**src/rtl/clq_pkg.sv**
```systemverilog
// Shared constants, codes and the command word type of the argument quoter.
package clq_pkg;

  // Input operation codes.
  localparam logic [1:0] OP_BEGIN_WORD = 2'd0;
  localparam logic [1:0] OP_DATA_BYTE  = 2'd1;
  localparam logic [1:0] OP_END_WORD   = 2'd2;
  localparam logic [1:0] OP_END_CMD    = 2'd3;

  // Error codes carried with each output word.
  localparam logic [1:0] ERR_NONE     = 2'd0;
  localparam logic [1:0] ERR_QUOTE    = 2'd1;
  localparam logic [1:0] ERR_OVERFLOW = 2'd2;

  // Characters.
  localparam logic [7:0] CH_QUOTE  = 8'h22;
  localparam logic [7:0] CH_BSLASH = 8'h5C;
  localparam logic [7:0] CH_SPACE  = 8'h20;
  localparam logic [7:0] CH_NUL    = 8'h00;

  // Longest backslash run that is held.
  localparam int MAX_RUN = 31;
  localparam int RUN_W   = $clog2(MAX_RUN + 1);
  // A doubled run plus one needs one more bit.
  localparam int CNT_W   = RUN_W + 1;

  // Depth of the queue between front and back.
  localparam int FIFO_DEPTH = 2;
  localparam int PTR_W      = (FIFO_DEPTH > 1) ? $clog2(FIFO_DEPTH) : 1;
  localparam int LVL_W      = $clog2(FIFO_DEPTH + 1);

  // One command for the back end: an optional leading space, a run of
  // backslashes, then one final byte that closes the item's output.
  typedef struct packed {
    logic             lead_space;
    logic [CNT_W-1:0] run;
    logic [7:0]       final_byte;
    logic [1:0]       final_err;
  } cmd_t;

  // Queue status seen by the front and the back.
  typedef struct packed {
    logic full;
    logic empty;
  } fifo_stat_t;

endpackage

```
**src/rtl/command_line_argument_quoter.sv**
```systemverilog
// Top level of the command line argument quoter.
//
// The block takes the words of a command as a stream of operations (begin
// word, data byte, end word, end command) and emits the quoted command line
// at most one output word per cycle. Every word is opened with a quote and every
// word after the program name is preceded by a space. Bytes of the program
// name pass unchanged, and a quote there is flagged with error code 1. In
// arguments, backslashes are held as a count of up to 31: before a quote the
// run is doubled plus one, before the end of a word it is doubled, and before
// any other byte it goes out as it is. A backslash past the limit yields one
// word with a zero byte and error code 2 that is not part of the line. End
// command emits a NUL and returns the block to its reset state. The front end
// takes each input word while the queue is not full, classifies it and queues
// a command in a two-entry queue; a backslash inside an argument that stays
// within the limit queues nothing. The back end loads a command from the queue
// and then emits its output words one per cycle while the output does not
// stall; the input stalls only while the queue is full.
// The last flag marks the final output word caused by each input word.
module command_line_argument_quoter (
  input  logic       clk_i,
  input  logic       rst_ni,
  input  logic       in_valid_i,
  output logic       in_stall_o,
  input  logic [1:0] op_i,
  input  logic [7:0] data_byte_i,
  output logic       out_valid_o,
  input  logic       out_stall_i,
  output logic [7:0] out_byte_o,
  output logic [1:0] error_o,
  output logic       last_o
);
  import clq_pkg::*;

  logic       push;
  logic       pop;
  cmd_t       push_cmd;
  cmd_t       head_cmd;
  fifo_stat_t stat;

  // Front end: handshake on the input side, word and run state.
  clq_front u_front (
    .clk_i       (clk_i),
    .rst_ni      (rst_ni),
    .in_valid_i  (in_valid_i),
    .in_stall_o  (in_stall_o),
    .op_i        (op_i),
    .data_byte_i (data_byte_i),
    .stat_i      (stat),
    .push_o      (push),
    .cmd_o       (push_cmd)
  );

  // The queue decouples the stall of the two sides.
  clq_fifo u_fifo (
    .clk_i      (clk_i),
    .rst_ni     (rst_ni),
    .push_i     (push),
    .push_cmd_i (push_cmd),
    .pop_i      (pop),
    .head_o     (head_cmd),
    .stat_o     (stat)
  );

  // Back end: expands commands and holds the registered output word.
  clq_back u_back (
    .clk_i       (clk_i),
    .rst_ni      (rst_ni),
    .head_i      (head_cmd),
    .stat_i      (stat),
    .pop_o       (pop),
    .out_valid_o (out_valid_o),
    .out_stall_i (out_stall_i),
    .out_byte_o  (out_byte_o),
    .error_o     (error_o),
    .last_o      (last_o)
  );

endmodule

```
**src/rtl/clq_front.sv**
```systemverilog
// Front end: accepts input words, tracks word state and builds commands.
module clq_front (
  input  logic              clk_i,
  input  logic              rst_ni,
  input  logic              in_valid_i,
  output logic              in_stall_o,
  input  logic [1:0]        op_i,
  input  logic [7:0]        data_byte_i,
  input  clq_pkg::fifo_stat_t stat_i,
  output logic              push_o,
  output clq_pkg::cmd_t     cmd_o
);
  import clq_pkg::*;

  logic             first_word_next_q, first_word_next_d;
  logic             in_prog_q, in_prog_d;
  logic [RUN_W-1:0] pend_q, pend_d;
  logic             accept;
  logic             has_out;
  cmd_t             cmd;

  assign in_stall_o = stat_i.full;
  assign accept     = in_valid_i && !stat_i.full;

  always_comb begin
    first_word_next_d = first_word_next_q;
    in_prog_d         = in_prog_q;
    pend_d            = pend_q;
    has_out           = 1'b1;
    cmd.lead_space    = 1'b0;
    cmd.run           = '0;
    cmd.final_byte    = CH_QUOTE;
    cmd.final_err     = ERR_NONE;
    case (op_i)
      OP_BEGIN_WORD: begin
        if (first_word_next_q) begin
          first_word_next_d = 1'b0;
          in_prog_d         = 1'b1;
        end else begin
          cmd.lead_space = 1'b1;
          in_prog_d      = 1'b0;
        end
        pend_d = '0;
      end
      OP_DATA_BYTE: begin
        if (in_prog_q) begin
          cmd.final_byte = data_byte_i;
          cmd.final_err  = (data_byte_i == CH_QUOTE) ? ERR_QUOTE : ERR_NONE;
        end else if (data_byte_i == CH_BSLASH) begin
          if (pend_q >= RUN_W'(MAX_RUN)) begin
            cmd.final_byte = CH_NUL;
            cmd.final_err  = ERR_OVERFLOW;
          end else begin
            has_out = 1'b0;
            pend_d  = pend_q + RUN_W'(1);
          end
        end else if (data_byte_i == CH_QUOTE) begin
          cmd.run = {pend_q, 1'b1};
          pend_d  = '0;
        end else begin
          cmd.run        = {1'b0, pend_q};
          cmd.final_byte = data_byte_i;
          pend_d         = '0;
        end
      end
      OP_END_WORD: begin
        if (!in_prog_q) begin
          cmd.run = {pend_q, 1'b0};
        end
        in_prog_d = 1'b0;
        pend_d    = '0;
      end
      default: begin
        cmd.final_byte    = CH_NUL;
        first_word_next_d = 1'b1;
        in_prog_d         = 1'b0;
        pend_d            = '0;
      end
    endcase
  end

  assign push_o = accept && has_out;
  assign cmd_o  = cmd;

  always_ff @(posedge clk_i or negedge rst_ni) begin
    if (!rst_ni) begin
      first_word_next_q <= 1'b1;
      in_prog_q         <= 1'b0;
      pend_q            <= '0;
    end else if (accept) begin
      first_word_next_q <= first_word_next_d;
      in_prog_q         <= in_prog_d;
      pend_q            <= pend_d;
    end
  end

endmodule

```
**src/rtl/clq_fifo.sv**
```systemverilog
// Short command queue between the front end and the back end.
module clq_fifo (
  input  logic                clk_i,
  input  logic                rst_ni,
  input  logic                push_i,
  input  clq_pkg::cmd_t       push_cmd_i,
  input  logic                pop_i,
  output clq_pkg::cmd_t       head_o,
  output clq_pkg::fifo_stat_t stat_o
);
  import clq_pkg::*;

  cmd_t             mem_q [FIFO_DEPTH];
  logic [PTR_W-1:0] wr_ptr_q, rd_ptr_q;
  logic [LVL_W-1:0] level_q;
  logic             do_push, do_pop;

  assign stat_o.full  = (level_q == LVL_W'(FIFO_DEPTH));
  assign stat_o.empty = (level_q == '0);
  assign do_push      = push_i && !stat_o.full;
  assign do_pop       = pop_i && !stat_o.empty;
  assign head_o       = mem_q[rd_ptr_q];

  always_ff @(posedge clk_i) begin
    if (do_push) begin
      mem_q[wr_ptr_q] <= push_cmd_i;
    end
  end

  always_ff @(posedge clk_i or negedge rst_ni) begin
    if (!rst_ni) begin
      wr_ptr_q <= '0;
      rd_ptr_q <= '0;
      level_q  <= '0;
    end else begin
      if (do_push) begin
        wr_ptr_q <= (wr_ptr_q == PTR_W'(FIFO_DEPTH - 1)) ? '0 : wr_ptr_q + PTR_W'(1);
      end
      if (do_pop) begin
        rd_ptr_q <= (rd_ptr_q == PTR_W'(FIFO_DEPTH - 1)) ? '0 : rd_ptr_q + PTR_W'(1);
      end
      if (do_push && !do_pop) begin
        level_q <= level_q + LVL_W'(1);
      end else if (do_pop && !do_push) begin
        level_q <= level_q - LVL_W'(1);
      end
    end
  end

endmodule

```
**src/rtl/clq_back.sv**
```systemverilog
// Back end: expands one command into output words, one word per cycle while the output is not stalled.
module clq_back (
  input  logic                clk_i,
  input  logic                rst_ni,
  input  clq_pkg::cmd_t       head_i,
  input  clq_pkg::fifo_stat_t stat_i,
  output logic                pop_o,
  output logic                out_valid_o,
  input  logic                out_stall_i,
  output logic [7:0]          out_byte_o,
  output logic [1:0]          error_o,
  output logic                last_o
);
  import clq_pkg::*;

  logic             cur_valid_q;
  logic             space_q;
  logic [CNT_W-1:0] run_q;
  logic [7:0]       byte_q;
  logic [1:0]       err_q;
  logic             out_valid_q;
  logic [7:0]       out_byte_q;
  logic [1:0]       out_err_q;
  logic             out_last_q;
  logic             advance;

  assign pop_o   = !cur_valid_q && !stat_i.empty;
  assign advance = cur_valid_q && (!out_valid_q || !out_stall_i);

  always_ff @(posedge clk_i or negedge rst_ni) begin
    if (!rst_ni) begin
      cur_valid_q <= 1'b0;
      out_valid_q <= 1'b0;
    end else begin
      if (pop_o) begin
        cur_valid_q <= 1'b1;
      end else if (advance && !space_q && run_q == '0) begin
        cur_valid_q <= 1'b0;
      end
      if (advance) begin
        out_valid_q <= 1'b1;
      end else if (!out_stall_i) begin
        out_valid_q <= 1'b0;
      end
    end
  end

  always_ff @(posedge clk_i) begin
    if (pop_o) begin
      space_q <= head_i.lead_space;
      run_q   <= head_i.run;
      byte_q  <= head_i.final_byte;
      err_q   <= head_i.final_err;
    end else if (advance) begin
      if (space_q) begin
        space_q <= 1'b0;
      end else if (run_q != '0) begin
        run_q <= run_q - CNT_W'(1);
      end
    end
    if (advance) begin
      if (space_q) begin
        out_byte_q <= CH_SPACE;
        out_err_q  <= ERR_NONE;
        out_last_q <= 1'b0;
      end else if (run_q != '0) begin
        out_byte_q <= CH_BSLASH;
        out_err_q  <= ERR_NONE;
        out_last_q <= 1'b0;
      end else begin
        out_byte_q <= byte_q;
        out_err_q  <= err_q;
        out_last_q <= 1'b1;
      end
    end
  end

  assign out_valid_o = out_valid_q;
  assign out_byte_o  = out_byte_q;
  assign error_o     = out_err_q;
  assign last_o      = out_last_q;

endmodule
```
**config.mk**
```make
export PLATFORM = sky130hd
export DESIGN_NAME = command_line_argument_quoter
export DESIGN_NICKNAME = d
export VERILOG_FILES = /design/src/rtl/clq_pkg.sv /design/src/rtl/command_line_argument_quoter.sv /design/src/rtl/clq_front.sv /design/src/rtl/clq_fifo.sv /design/src/rtl/clq_back.sv
export SDC_FILE = /design/constraint.sdc
export NUM_CORES = 1
export LEC_CHECK = 0
export ABC_AREA = 1
export BUFFER_PORTS_ARGS = -buffer_cell sky130_fd_sc_hd__buf_2
export CAP_MARGIN = 30
export CORE_MARGIN = 2
export CORE_UTILIZATION = 28
export DETAILED_ROUTE_END_ITERATION = 10
export PLACE_DENSITY = 0.54
export SLEW_MARGIN = 25
export SYNTH_ARGS = -nofsm -noshare
export SYNTH_HDL_FRONTEND = slang
export SYNTH_SLANG_ARGS = --single-unit
```
**constraint.sdc**
```tcl
create_clock -name clk_i -period 3.4 [get_ports clk_i]
set_input_delay 0.51 -clock clk_i [delete_from_list [all_inputs] [get_ports clk_i]]
set_output_delay 0.51 -clock clk_i [all_outputs]
set_load 0.05 [all_outputs]
```
* After elaboration in Yosys (flattened, before gate mapping)
Memory sizes are Yosys's and may differ from the RTL's.
Index checks and enable logic that the tools add are counted.
** Word-level totals
- Register bits :: 41
- Memory bits (writable) :: 34
- Input bits :: 14
- Output and inout port bits :: 13
- Word-level logic and storage cells :: 113
- Memories kept :: 1
** Memory list
- u_fifo.mem_q :: depth 2, width 17, rd ports 1, clocked after memory_dff 0, write ports 1, RTL line clq_fifo.sv:13 : cmd_t mem_q [FIFO_DEPTH];
** Cells by class
- $add $sub $neg :: 6
- Order comparisons :: 1
- Eq/ne operators :: 9
- Mux-type cells :: 44
- Bitwise operators :: 2
- Reduce and logical (&&, ||, !) cells :: 34
** Operators by type and width (count)
- 6-bit two-way mux :: 8
- 8-bit two-way mux :: 3
- 5-bit two-way mux :: 4
- 1-bit two-way mux :: 19
- 8-bit case mux with 2 select lines :: 1
- 6-bit case mux with 2 select lines :: 1
- 1-bit logical AND :: 10
- 10-bit two-way mux :: 1
- 8-bit by 6-bit equality test with 1-bit output (second input constant) :: 1
- 8-bit by 7-bit equality test with 1-bit output (second input constant) :: 1
- 1-bit logical NOT :: 8
- 2-bit two-way mux :: 4
- 2-bit nonzero test :: 4
- 7-bit two-way mux :: 1
- 6-bit logical NOT :: 1
- 3-bit AND reduction :: 2
- 6-bit nonzero test :: 1
- 2-bit OR reduction :: 3
- 6-bit by 1-bit subtractor with 6-bit output (second input constant) :: 1
- 5-bit by 1-bit adder with 5-bit output (second input constant) :: 1
- 5-bit >= comparator (second input constant) :: 1
- 2-bit equality test (second input constant) :: 2
- 2-bit logical NOT :: 2
- 2-bit != test (second input constant) :: 2
- other kinds (10) :: 14

* Logic depth before layout (Yosys ltp)
Gate-level depths: netlist of the first run.
- Word-level depth :: 11
- Gate-level depth with buffers :: 12
- Gate-level depth less buffers :: 12

* Modules after synthesis
From an unflattened synthesis of the first run, not the netlist that was laid out.
** Second synthesis, totals
- Cell total of the unflattened synthesis :: 359
- Area total of the unflattened synthesis :: 3589.7 µm²
** Modules (own cells, without submodules)
- clq_fifo :: times used 1, cells each 120, area each 1473.9 µm², sequential area each 1121.1 µm²
- clq_back :: times used 1, cells each 108, area each 1260.0 µm², sequential area each 890.9 µm²
- clq_front :: times used 1, cells each 131, area each 855.8 µm², sequential area each 176.4 µm²

* Least setup slack after synthesis of the first run
No wires, ideal clock.
- Path kind :: reg-to-reg
- From :: reg u_front.pend_q[0]
- To :: mem u_fifo.mem_q[1][0] (netlist name) (enable)
- Setup time :: 391 ps
- Arrival time :: 1849 ps
- Slack :: 1161 ps
- Stages on the path, launching flop included :: 9
- Buffers on the path :: 0
- Cells stage by stage :: dfrtp_1 > ha_1 > nand2_1 > nor2_1 > ha_1 > nor2_1 > nand4_1 > nand2_1 > nor2_1
** Between the ends
- Cells in the longest elaborated chain, start to end :: 9
** Ends and longest elaborated chain
- from (decl) :: RTL line clq_front.sv:17 : logic [RUN_W-1:0] pend_q, pend_d;
- from (signal assigned) :: RTL line clq_front.sv:93 : pend_q <= pend_d;
- 5-bit >= comparator :: RTL line clq_front.sv:50 : if (pend_q >= RUN_W'(MAX_RUN)) begin
- 1-bit two-way mux :: RTL line clq_front.sv:50
- 1-bit two-way mux :: RTL line clq_front.sv:49 : end else if (data_byte_i == CH_BSLASH) begin
- 1-bit two-way mux :: RTL line clq_front.sv:46 : if (in_prog_q) begin
- 1-bit two-way mux :: RTL line clq_front.sv:34 : case (op_i)
- 1-bit logical AND :: RTL line clq_front.sv:82 : assign push_o = accept && has_out;
- 1-bit logical AND :: RTL line clq_fifo.sv:20 : assign do_push = push_i && !stat_o.full;
- 1-bit two-way mux :: RTL line clq_fifo.sv:25 : if (do_push) begin
- 1-bit two-way mux (implied by the code) :: RTL line clq_fifo.sv:26 : mem_q[wr_ptr_q] <= push_cmd_i;
- to (decl) :: RTL line clq_fifo.sv:13
No other way between the ends.

* Final worst setup path of the first run
- From :: reg u_front.pend_q[0]
- To :: reg u_fifo.level_q[1]
** Between the ends
- Cells in the longest elaborated chain, start to end :: 10
- Elaborated cells on any way between the ends :: 12
- Those cells by class :: order compare: 1; mux: 5; reduce/logical: 6
** Ends and longest elaborated chain
- 5-bit >= comparator (*) :: RTL line clq_front.sv:50
- 1-bit two-way mux (*) :: RTL line clq_front.sv:50
- 1-bit two-way mux (*) :: RTL line clq_front.sv:49
- 1-bit two-way mux (*) :: RTL line clq_front.sv:46
- 1-bit two-way mux (*) :: RTL line clq_front.sv:34
- 1-bit logical AND (*) :: RTL line clq_front.sv:82
- 1-bit logical AND (*) :: RTL line clq_fifo.sv:20
- net u_fifo.do_push :: RTL line clq_fifo.sv:16 : logic do_push, do_pop;
- 1-bit logical NOT :: RTL line clq_fifo.sv:44 : end else if (do_pop && !do_push) begin
- 1-bit logical AND :: RTL line clq_fifo.sv:44
- 2-bit nonzero test (no source line)
- to (signal assigned) :: RTL line clq_fifo.sv:43 : level_q <= level_q + LVL_W'(1);
- to (signal assigned) :: RTL line clq_fifo.sv:45 : level_q <= level_q - LVL_W'(1);
- to (decl) :: RTL line clq_fifo.sv:15 : logic [LVL_W-1:0] level_q;
Mark *: on every way through the listed nets, which the timed path passes. The rest lies on a longest branch.
A chain may end at the register's enable or synchronous reset.

==> metrics.md, run 1 <==
| Metric | Value |
|---|---|
| Leading post-synthesis cells by cell area | edfxtp_1 (56%), nand2_1 (11%), dfrtp_1 (9.0%) |
| GP Congestion | about 0.75 |
| Total Power | between 3 and 4 mW |
| Detail Route Antenna Nets | 0 |
| Metal3 WL | between 200 and 300 um |
| Final Hold Fails | 0 |
| Max Clock Freq | about 440 MHz |
| Global-route wire length before repair | 10330 um |
| Top-area cell type share of the netlist area | 55.54% |
| # clock sinks | 75 |
| Setup TNS | 0 ns |
| Cts repair resizes | 0 |
| GRT Util Overall | between 10% and 20% |
| Final min period | between 2 and 2.5 ns |
| Via count | approximately 2200 |
| CP Cell Sequence | ha_1, nand2_1, nor2_1, ha_1, nor2_1, nand4_1, nand2_1, inv_1, ha_1, a21oi_1, o21ai_0, xor2_1 |
| Endpoint class of the critical path | register |
| Crit path capture | u_fifo.level_q[1] |
| P_leak | between 1.5 and 2 nW |
| Top Layer Used | met4 |
| Setup Crit Path Kind | reg2reg |
| Status | completed |
| CP peak stage delay | roughly 0.44 ns |
| Depth of the CTS H-tree | 3 |
| Met2 Routed Length | 2721 um |
| Sequential share of the synthesized area | around 65% |
| TritonCTS clock tree | yes |
| Period utilization | roughly two thirds |
| Initial DRC Count | 95 |
| Antenna diodes | 0 |
| First-pass detailed-route iteration total | 4 |
| Final setup vio count | 0 |
| Rows | 39 |
| Clock Latency Late Sink | approximately 0.32 ns |
| # IOs | 27 |
| Die Width | between 100 and 150 um |
| Gr ovfl total | 0 |
| Post-CTS Repair Setup Buffers | 0 |
| Synthesized area | roughly 3400 um^2 |
| DRC Markers | 0 |
| Worst setup startpoint | u_front.pend_q[0] |
| Max cap viols | 0 |
| Commonest non-fill, non-tap cell in the layout | nand2_1 |
| P&R area growth vs syn | 17.99% |
| Total CTS buffers | 9 |
| Mapped Nets | 347 |
| Final wirelength | around 6000 um |
| # fillers | ~1200 |
| Wire per inst | 11.91 um |
| Crit Path Max Fanout | 6 |
| Cells after Synth | 325 |
| Worst vdd ir | between 200 and 300 uV |
| DIE AREA | about 13000 um^2 |
| Die height | approximately 110 um |
| RSZ-0062 raised after global routing | false |
| CP dominant cell by count | ha_1 |
| Initial antenna violation count | 0 |
| Power per cell area | 837.3 nW/um^2 |
| Slew margin rel. | a little over half |
| Yosys Warn Count | 0 |
| Synthesized flop and latch total | between 70 and 80 |
| Layout cells sized above 1 | roughly 16% |
| Crit path max-delay cell type | dfrtp_1 |
| Pins over their slew limit | 0 |
| Netlist cell types | 32 |
| Synth area leader | edfxtp_1 |
| Launching point of the worst reg2reg path | u_front.pend_q[0] |
| Detailed placer's ending HPWL | ~4400 um |
| Dpl cells | between 400 and 500 |
| Slew @ Worst Pin | between 0.6 and 0.7 ns |
| Post-Route M1 WL | 2996 um |
| Worst Hold Class | in2async |
| Pin count of the biggest net entering global routing | 25 |
| FF-to-FF End | u_fifo.level_q[1] |
| Count of hold-fix buffers inserted at cts | 0 |
| Number of port buffers | 26 |
| Initial Utilization | 28.98% |
| Commonest non-fill, non-tap cells in the layout | nand2_1 (95), edfxtp_1 (62), inv_1 (42), nor2_1 (42), buf_2 (26) |
| Reg clk slew, reported paths | about 0.060 ns |
| Critical Path Start Type | register |
| R2R cell count | 12 |
| Critical Path RT | 3.60 ns |
| Synthesized area per cell | a little over 10 um^2 |
| CP Data Arrival Time | ~2.5 ns |
| Via/cell ratio | approximately 4.2 |
| # nets final | 383 |
| CTS max path bufs | 2 |
| Root Driver | clkbuf_16 |
| Core ar. | between 10000 and 15000 um^2 |
| Vias in the first global route | slightly above 2000 |
| Worst reg-to-reg setup slack | about 1.1 ns |
| Finished Layout Cells | 509 |
| Worst Skew | 0.003311 ns |
-- per-stage QoR --
stage                     utilization (%)  setup slack [ns]  instance area (um^2)  hold slack, ns
after detailed placement            31.72             1.130                  3669          0.4504
after CTS                           34.20             1.116                  3955         0.09510
after global routing                34.20            0.8283                  3955          0.1045
after global placement              31.63             1.148                  3659          0.4452
after floorplan                         -             1.161                  3352          0.2144
final                               34.20             1.108                  3955         0.09105
-- registers in the layout (all words and copies together) (netlist names), 2 cells and up --
name / count
u_fifo.mem_q: 34
u_back.byte_q: 8
u_back.out_byte_o: 8
u_back.run_q: 6
u_front.pend_q: 5
u_back.err_q: 2
u_back.error_o: 2
u_fifo.level_q: 2
-- area by class of cell --
cell class | count | area (um^2) | share of cell area, %
Clock buffer | 9 | 225.2 | 5.694
Multi-Input combinational cell | 201 | 969.7 | 24.52
Clock inverter | 7 | 61.31 | 1.550
Inverter | 43 | 161.4 | 4.081
Sequential cell | 75 | 2188 | 55.33
Tap cell | 143 | 178.9 | 4.524
Timing Repair Buffer | 31 | 170.2 | 4.302
-- critical path, delay by kind of cell (launching register included) --
kind	cells	cell delay [ns]
compound gates	2	0.23
fa+ha+maj	3	0.70
flops	1	0.44
buf+inv	1	0.06
simple gates	5	0.60
xor+xnor	1	0.15
-- cells by family after synthesis --
| family | Yosys count | synth area share [%] |
|---|---|---|
| AO/OA/AOI/OAI | 27 | 4.666 |
| XOR/XNOR | 7 | 1.829 |
| adder cells (fa/ha/maj) | 8 | 2.986 |
| buffers and inverters | 49 | 5.786 |
| flip-flops | 75 | 65.29 |
| AND/OR/NAND/NOR | 159 | 19.45 |
-- metal layers --
layer  track usage [%]  up-vias
li1                  -     1128
met1             13.49      981
met4             3.415        0
met2             15.97       40
met3             3.507        5
met5                 0        -
-- cell usage after synthesis --
library cell	count
nand2_4	1
edfxtp_1	62
xor2_1	5
inv_2	1
buf_4	2
nand2_1	95
a21oi_2	1
ha_1	8
nand4_2	1
a21o_1	1
nand3_2	1
o31ai_1	1
clkbuf_1	2
o211ai_1	1
nor3_1	3
o21ai_0	6
a21oi_1	6
a211oi_1	1
inv_1	42
a31oi_1	4
nor2_2	1
o21ai_1	5
nand4_1	3
xnor2_1	2
dfstp_2	1
dfrtp_1	12
nand2_2	1
nor2_1	42
or2_2	2
buf_2	2
nand3_1	9
o21bai_1	1
-- worst min path at each step --
| stage | cells after the start | slack (ns) | endpoint |
|---|---|---|---|
| after floorplan | 0 | 0.21 | u_back.cur_valid_q |
| after global placement | 1 | 0.45 | u_front.pend_q[4] |
| after detailed placement | 1 | 0.45 | u_front.pend_q[4] |
| after CTS | 1 | 0.1 | u_fifo.rd_ptr_q |
| after global routing | 1 | 0.10 | u_front.pend_q[4] |
| final | 1 | 0.09 | u_front.in_prog_q |
-- report_power, final --
part           total, mW  switching, mW  internal (mW)  leakage [nW]
Sequential          1.46         0.0964           1.36         0.751
Combinational      0.961          0.693          0.267         0.818
Clock              0.892          0.386          0.506         0.135
Total               3.31           1.18           2.14          1.70
(Power assumes the default switching activity.)
==> run 2: changes to the inputs <==
- clock period: 3.4 -> 2.27 ns (I/O delays scaled with it)
==> run 2 against run 1 <==
  * Core utilization rose by 1.1 points
  * Highest routed layer unchanged
  * Clock skew rose by 0.0019 ns
  * Via count rose by 1.9%
  * Largest cell class unchanged
  * Critical endpoint unchanged
  * Critical path type unchanged
  * Sequential power rose by 50%
  * Hold slack improved by 0.15 ns
==> metrics.md, run 2 (same netlist as run 1, synthesis figures left out) <==
| Metric | Value |
|---|---|
| Final setup vio count | 0 (unchanged) |
| Max FFs per register | 34 (unchanged) |
| Initial DRC Count | 141 (was 95) |
| Crit Path Max Fanout | 3 (was 6) |
| # IOs | 27 (unchanged) |
| Commonest non-fill, non-tap cell in the layout | nand2_1 (unchanged) |
| P&R area growth vs syn | 21.76% (was 17.99%) |
| Initial antenna violation count | 0 (unchanged) |
| Number of port buffers | 26 (unchanged) |
| Global-route wire length before repair | 10270 um (was 10330 um) |
| Delay-heaviest family, CP | adder cells (unchanged) |
| Post-route setup slack | 0.2053 ns (was 1.108 ns) |
| Power per cell area | 1247 nW/um^2 (was 837.3 nW/um^2) |
| Vias in the first global route | 2096 (was 2076) |
| Reg with most FFs | u_fifo.mem_q (unchanged) |
| Commonest non-fill, non-tap cells in the layout | nand2_1 (95), edfxtp_1 (62), inv_1 (42) (was nand2_1 (95), edfxtp_1 (62), inv_1 (42), nor2_1 (42), buf_2 (26)) |
| Final Core Density | 35.29% (was 34.20%) |
| Worst reg-to-reg setup slack | 0.21 ns (was 1.11 ns) |
| Final wirelength | 6253 um (was 6060 um) |
| Period utilization | 90.96% (was 67.41%) |
| Hold Crit Start | out_stall_i |
| Via/cell ratio | 4.213 (was 4.232) |
| Worst Hold Path Cells | 3 |
| Antenna diodes | 0 (unchanged) |
| Die height | 113.4 um (unchanged) |
| DP Worst Slack | 0.1412 ns (was 1.130 ns) |
| Depth of the CTS H-tree | 3 (unchanged) |
| GP Congestion | 0.7837 (was 0.7451) |
| DIE AREA | 12860 um^2 (unchanged) |
| CP peak stage delay | 0.38 ns (was 0.44 ns) |
| Wire per inst | 12.00 um (was 11.91 um) |
| Rows | 39 (unchanged) |
| Worst Skew | 0.005226 ns (was 0.003311 ns) |
| Worst Hold Class | in2reg (was in2async) |
| Gr ovfl total | 0 (unchanged) |
| First-pass detailed-route iteration total | 5 (was 4) |
| Reg clk slew, reported paths | 0.06 ns (about the same) |
| DRC Markers | 0 (unchanged) |
| Root Driver | clkbuf_16 (unchanged) |
| # clock sinks | 75 (unchanged) |
| Status | completed (unchanged) |
| Setup Crit Path Kind | reg2reg (unchanged) |
| Finished Layout Cells | 521 (was 509) |
| Via count | 2195 (was 2154) |
| Detail Route Antenna Nets | 0 (unchanged) |
| Hold Path Sink | u_back.out_valid_o |
| Pin count of the biggest net entering global routing | 24 (was 25) |
| Endpoint class of the critical path | register (unchanged) |
| CP Depth | 12 (unchanged) |
| P_leak | 1.768 nW (was 1.704 nW) |
| Max cap viols | 0 (unchanged) |
| Worst setup startpoint | u_front.pend_q[0] (unchanged) |
| Slew margin rel. | 74.22% (was 53.29%) |
| Core ar. | 11560 um^2 (unchanged) |
| Launching point of the worst reg2reg path | u_front.pend_q[0] (unchanged) |
| Total CTS buffers | 9 (unchanged) |
| Initial Utilization | 28.98% (unchanged) |
| Slew @ Worst Pin | 0.3862 ns (was 0.6999 ns) |
| GRT Util Overall | 10.32% (was 10.25%) |
| Crit path max-delay cell type | dfrtp_1 (unchanged) |
| CP Data Arrival Time | 2.26 ns (was 2.49 ns) |
| TritonCTS clock tree | yes (unchanged) |
| Dpl cells | 502 (was 493) |
| CP Cell Sequence | ha_1, nand2_1, nor2_1, ha_1, nor2_2, nand4_1, nand2_1, inv_1, ha_4, a21oi_1, o21ai_0, xor2_1 (was ha_1, nand2_1, nor2_1, ha_1, nor2_1, nand4_1, nand2_1, inv_1, ha_1, a21oi_1, o21ai_0, xor2_1) |
| Pins over their slew limit | 0 (unchanged) |
| Total Power | 5.088 mW (was 3.312 mW) |
| Worst vdd ir | 472.1 uV (was 283.7 uV) |
| R2R cell count | 12 (unchanged) |
| Critical Path Start Type | register (unchanged) |
| CTS max path bufs | 2 (unchanged) |
| Setup TNS | 0 ns (unchanged) |
| Crit path buffers/inverters | 1 (unchanged) |
| Final min period | 2.065 ns (was 2.292 ns) |
| # nets final | 395 (was 383) |
| Die Width | 113.4 um (unchanged) |
| Max Clock Freq | 484.3 MHz (was 436.3 MHz) |
| Clock Latency Late Sink | 0.32 ns (about the same) |
| FF-to-FF End | u_fifo.level_q[1] (unchanged) |
| Layout cells sized above 1 | 18.25% (was 15.57%) |
| Detailed placer's ending HPWL | 4609 um (was 4424 um) |
| RSZ-0062 raised after global routing | false (unchanged) |
| Critical Path RT | 2.47 ns (was 3.60 ns) |
| Final Hold Fails | 0 (unchanged) |
## run 2: cell count changes in the layout (fill, tap and decap cells not counted), sizes merged
cell and change:
dlygate4sd3 +1, clkbuf +1, clkinvlp +1, bufinv +1, clkdlybuf4s18 -1, inv -3
buf +12
## run 2: layout make-up
cell class	count	area, um^2
clock inverter	6	66.31
tap	143	178.9
clock buffer	10	229.0
inverter	43	161.4
timing repair buffer	43	272.8
sequential	75	2188
fill	1149	7483
multi-input combinational	201	984.7
## run 2: worst min-delay path, cell delays in order
cell and delay [ns]:
buf_2 0.08, nand2_1 0.06, nand2_1 0.05
## run 2: how the worst max path moves through the flow
| stage | end | slack [ns] |
|---|---|---|
| after floorplan | u_fifo.mem_q[1][0] | 0.03 |
| after global placement | u_fifo.level_q[1] | 0.20 |
| after detailed placement | u_fifo.level_q[1] | 0.14 |
| after CTS | u_fifo.level_q[1] | 0.11 |
| after global routing | u_fifo.level_q[1] | 0.06 |
| final | u_fifo.level_q[1] | 0.21 |
## run 2: repair_timing
action / in CTS / in global routing
setup endpoints to repair: 0 / 1
hold buffers: 1 / 0
buffers inserted: 0 / 2
hold endpoints to repair: 12 / 0
gates resized for setup: 0 / 2
## run 2: report_power, final
group	switching (mW)	total [mW]	leakage, nW	internal [mW]
sequential	0.151	2.19	0.751	2.04
clock	0.529	1.38	0.135	0.850
combinational	1.06	1.52	0.883	0.457
## run 2: stage by stage
stage          instance area [um^2]  hold slack [ns]
4_1_cts                        4051           0.2333
6_report                       4081           0.2428
3_3_place_gp                   3746           0.2686
3_5_place_dp                   3746           0.2805
5_1_grt                        4081           0.2443
2_1_floorplan                  3352          0.04491
## run 2: metal layers
metal / vias to the layer above / GRT usage, % / wire length [um]
li1: 1151 / - / -
met4: 0 / 3.008 / 38
met3: 4 / 3.507 / 298
met5: - / 0 / 0
met1: 993 / 14.17 / 3108
met2: 47 / 15.61 / 2808
==> run 3: changes to the inputs <==
- CORE_MARGIN: 2 -> default
==> run 3 against run 2 <==
  * The flow now finishes with violations (design-rule violations)
  * Register-to-register slack got worse by 0.04 ns
  * Critical path depth did not move
  * Largest power group unchanged
  * Hold slack got worse by 0.0074 ns
  * Setup slack got worse by 0.035 ns
==> metrics.md, run 3 (same netlist as run 1, synthesis figures left out) <==
| Metric | Value |
|---|---|
| Max FFs per register | 34 (unchanged) |
| Endpoint class of the critical path | register (unchanged) |
| RSZ-0062 raised after global routing | false (unchanged) |
| DIE AREA | 12410 um^2 (was 12860 um^2) |
| Critical Path Start Type | register (unchanged) |
| Worst Hold Class | in2reg (unchanged) |
| Via count | 2217 (was 2195) |
| Final setup vio count | 0 (unchanged) |
| Total CTS buffers | 9 (unchanged) |
| GP Congestion | 0.7820 (was 0.7837) |
| Final wirelength | 6349 um (was 6253 um) |
| Commonest non-fill, non-tap cell in the layout | nand2_1 (unchanged) |
| Via/cell ratio | 4.263 (was 4.213) |
| Antenna diodes | 0 (unchanged) |
| Reg with most FFs | u_fifo.mem_q (unchanged) |
| Final Core Density | 35.15% (was 35.29%) |
| # clock sinks | 75 (unchanged) |
| Worst Skew | 0.008399 ns (was 0.005226 ns) |
| Slew @ Worst Pin | 0.3918 ns (was 0.3862 ns) |
| Setup TNS | 0 ns (unchanged) |
| Setup Crit Path Kind | reg2reg (unchanged) |
| DRC Markers | 7 (was 0) |
| GRT Util Overall | 11.31% (was 10.32%) |
| Commonest non-fill, non-tap cells in the layout | nand2_1 (94), edfxtp_1 (62), inv_1 (42), nor2_1 (42), buf_2 (26) (was nand2_1 (95), edfxtp_1 (62), inv_1 (42)) |
| Area after DPL | 3746 um^2 (unchanged) |
| # IOs | 27 (unchanged) |
| M3 GR Usage | 3.484% (was 3.507%) |
| Final min period | 2.100 ns (was 2.065 ns) |
| Worst vdd ir | 359.5 uV (was 472.1 uV) |
| Gr busiest metal | met2 (unchanged) |
| Wire per inst | 12.21 um (was 12.00 um) |
| Core ar. | 11560 um^2 (unchanged) |
| Max cap viols | 0 (unchanged) |
| Status | finished, violations left (was completed) |
| Root Driver | clkbuf_16 (unchanged) |
| Crit Path Max Fanout | 3 (unchanged) |
| Finished Layout Cells | 520 (was 521) |
| CP Data Arrival Time | 2.32 ns (was 2.26 ns) |
| P_leak | 1.774 nW (was 1.768 nW) |
| TritonCTS clock tree | yes (unchanged) |
| Global-route wire length before repair | 10730 um (was 10270 um) |
| CTS max path bufs | 2 (unchanged) |
| Rows | 39 (unchanged) |
| Clock Latency Late Sink | 0.34 ns (was 0.32 ns) |
| Gr ovfl total | 0 (unchanged) |
| Failing checks | design-rule violations |
| GR Util met1 | 14.71% (was 14.17%) |
| Detailed placer's ending HPWL | 4666 um (was 4609 um) |
| First-pass detailed-route iteration total | 7 (was 5) |
| Initial DRC Count | 136 (was 141) |
| Detail Route Antenna Nets | 0 (unchanged) |
| Power per cell area | 1255 nW/um^2 (was 1247 nW/um^2) |
| Dpl cells | 502 (unchanged) |
| Die Width | 111.4 um (was 113.4 um) |
| Vias in the first global route | 2165 (was 2096) |
| Slew margin rel. | 73.85% (was 74.22%) |
| Initial Utilization | 28.98% (unchanged) |
| P&R area growth vs syn | 21.28% (was 21.76%) |
| Reg clk slew, reported paths | 0.06 ns (about the same) |
| Number of port buffers | 26 (unchanged) |
| Layout cells sized above 1 | 18.04% (was 18.25%) |
| Period utilization | 92.51% (was 90.96%) |
| Hold slack | 0.2353 ns (was 0.2428 ns) |
| Critical Path RT | 2.49 ns (was 2.47 ns) |
| # nets final | 394 (was 395) |
| Design Area, Final | 4065 um^2 (was 4081 um^2) |
| Pin count of the biggest net entering global routing | 24 (unchanged) |
| Max Clock Freq | 476.2 MHz (was 484.3 MHz) |
| Initial antenna violation count | 0 (unchanged) |
| Pins over their slew limit | 0 (unchanged) |
| Depth of the CTS H-tree | 3 (unchanged) |
| Die height | 111.4 um (was 113.4 um) |
| Final Hold Fails | 0 (unchanged) |
| Met2 Resource Use GR | 17.46% (was 15.61%) |
==> run 3: cell types whose count changed in the layout (fill, tap and decap cells not counted) <==
cell / change
buf_4: -1
clkbuf_1: -1
clkinv_2: +1
clkinv_4: -1
clkinvlp_4: -2
ha_1: +1
ha_4: -1
inv_6: +3
nand2_1: -1
nand2_2: +1
nor2_1: +1
nor2_2: -1
==> run 3: through the flow <==
step                      total power, mW  setup WS [ns]
after global routing                5.421       0.002372
after CTS                           5.188         0.1627
after floorplan                     3.275        0.03074
after global placement              3.695         0.2055
final                               5.102         0.1700
after detailed placement            3.736         0.1759
==> run 3: routing by layer <==
metal | up-vias | share of wire, %
li1 | 1157 | -
met1 | 1010 | 49
met2 | 46 | 45
met3 | 4 | 4.7
met4 | 0 | 1.2
met5 | - | 0
==> run 3: final cells by class <==
class                      count  area, um^2
clock buffer                   9       225.2
clock inverter                 7       73.82
fill                        1171        7500
inverter                      43       161.4
multi-input combinational    201       972.2
sequential                    75        2188
tap                          143       178.9
timing repair buffer          42       265.3
==> run 3: path summary, 6_finish.rpt <==
kind,from,to,slack [ns],cells past startpoint
worst max-delay path,u_front.pend_q[0],u_fifo.level_q[1],0.17,12
worst min-delay path,out_stall_i,u_back.out_valid_o,0.24,3
worst max register to register,u_front.pend_q[0],u_fifo.level_q[1],0.17,12
worst min register to register,u_fifo.wr_ptr_q,u_fifo.wr_ptr_q,0.48,2
max in group asynchronous,rst_ni,u_front.first_word_next_q,1.52,2
min in group asynchronous,rst_ni,u_fifo.level_q[0],0.44,2
==> run 3: repair_timing <==
item	in CTS	in global routing
hold endpoints to repair	12	0
resized for setup	0	1
hold buffers	1	0
setup endpoints to repair	0	1
setup buffers	0	1
==> run 3: worst max-delay path, cell delays in order, from the launching register on <==
cell and delay [ns]:
dfrtp_1 0.38, ha_1 0.21, nand2_1 0.08, nor2_1 0.04
ha_1 0.16, nor2_1 0.14, nand4_1 0.15, nand2_2 0.12
inv_1 0.04, ha_1 0.29, a21oi_1 0.11, o21ai_0 0.11
xor2_1 0.15
==> run 3: report_power, final <==
group	internal, mW	switching, mW	leakage (nW)
Clock	0.858	0.565	0.147
Sequential	2.04	0.156	0.751
Combinational	0.437	1.05	0.876
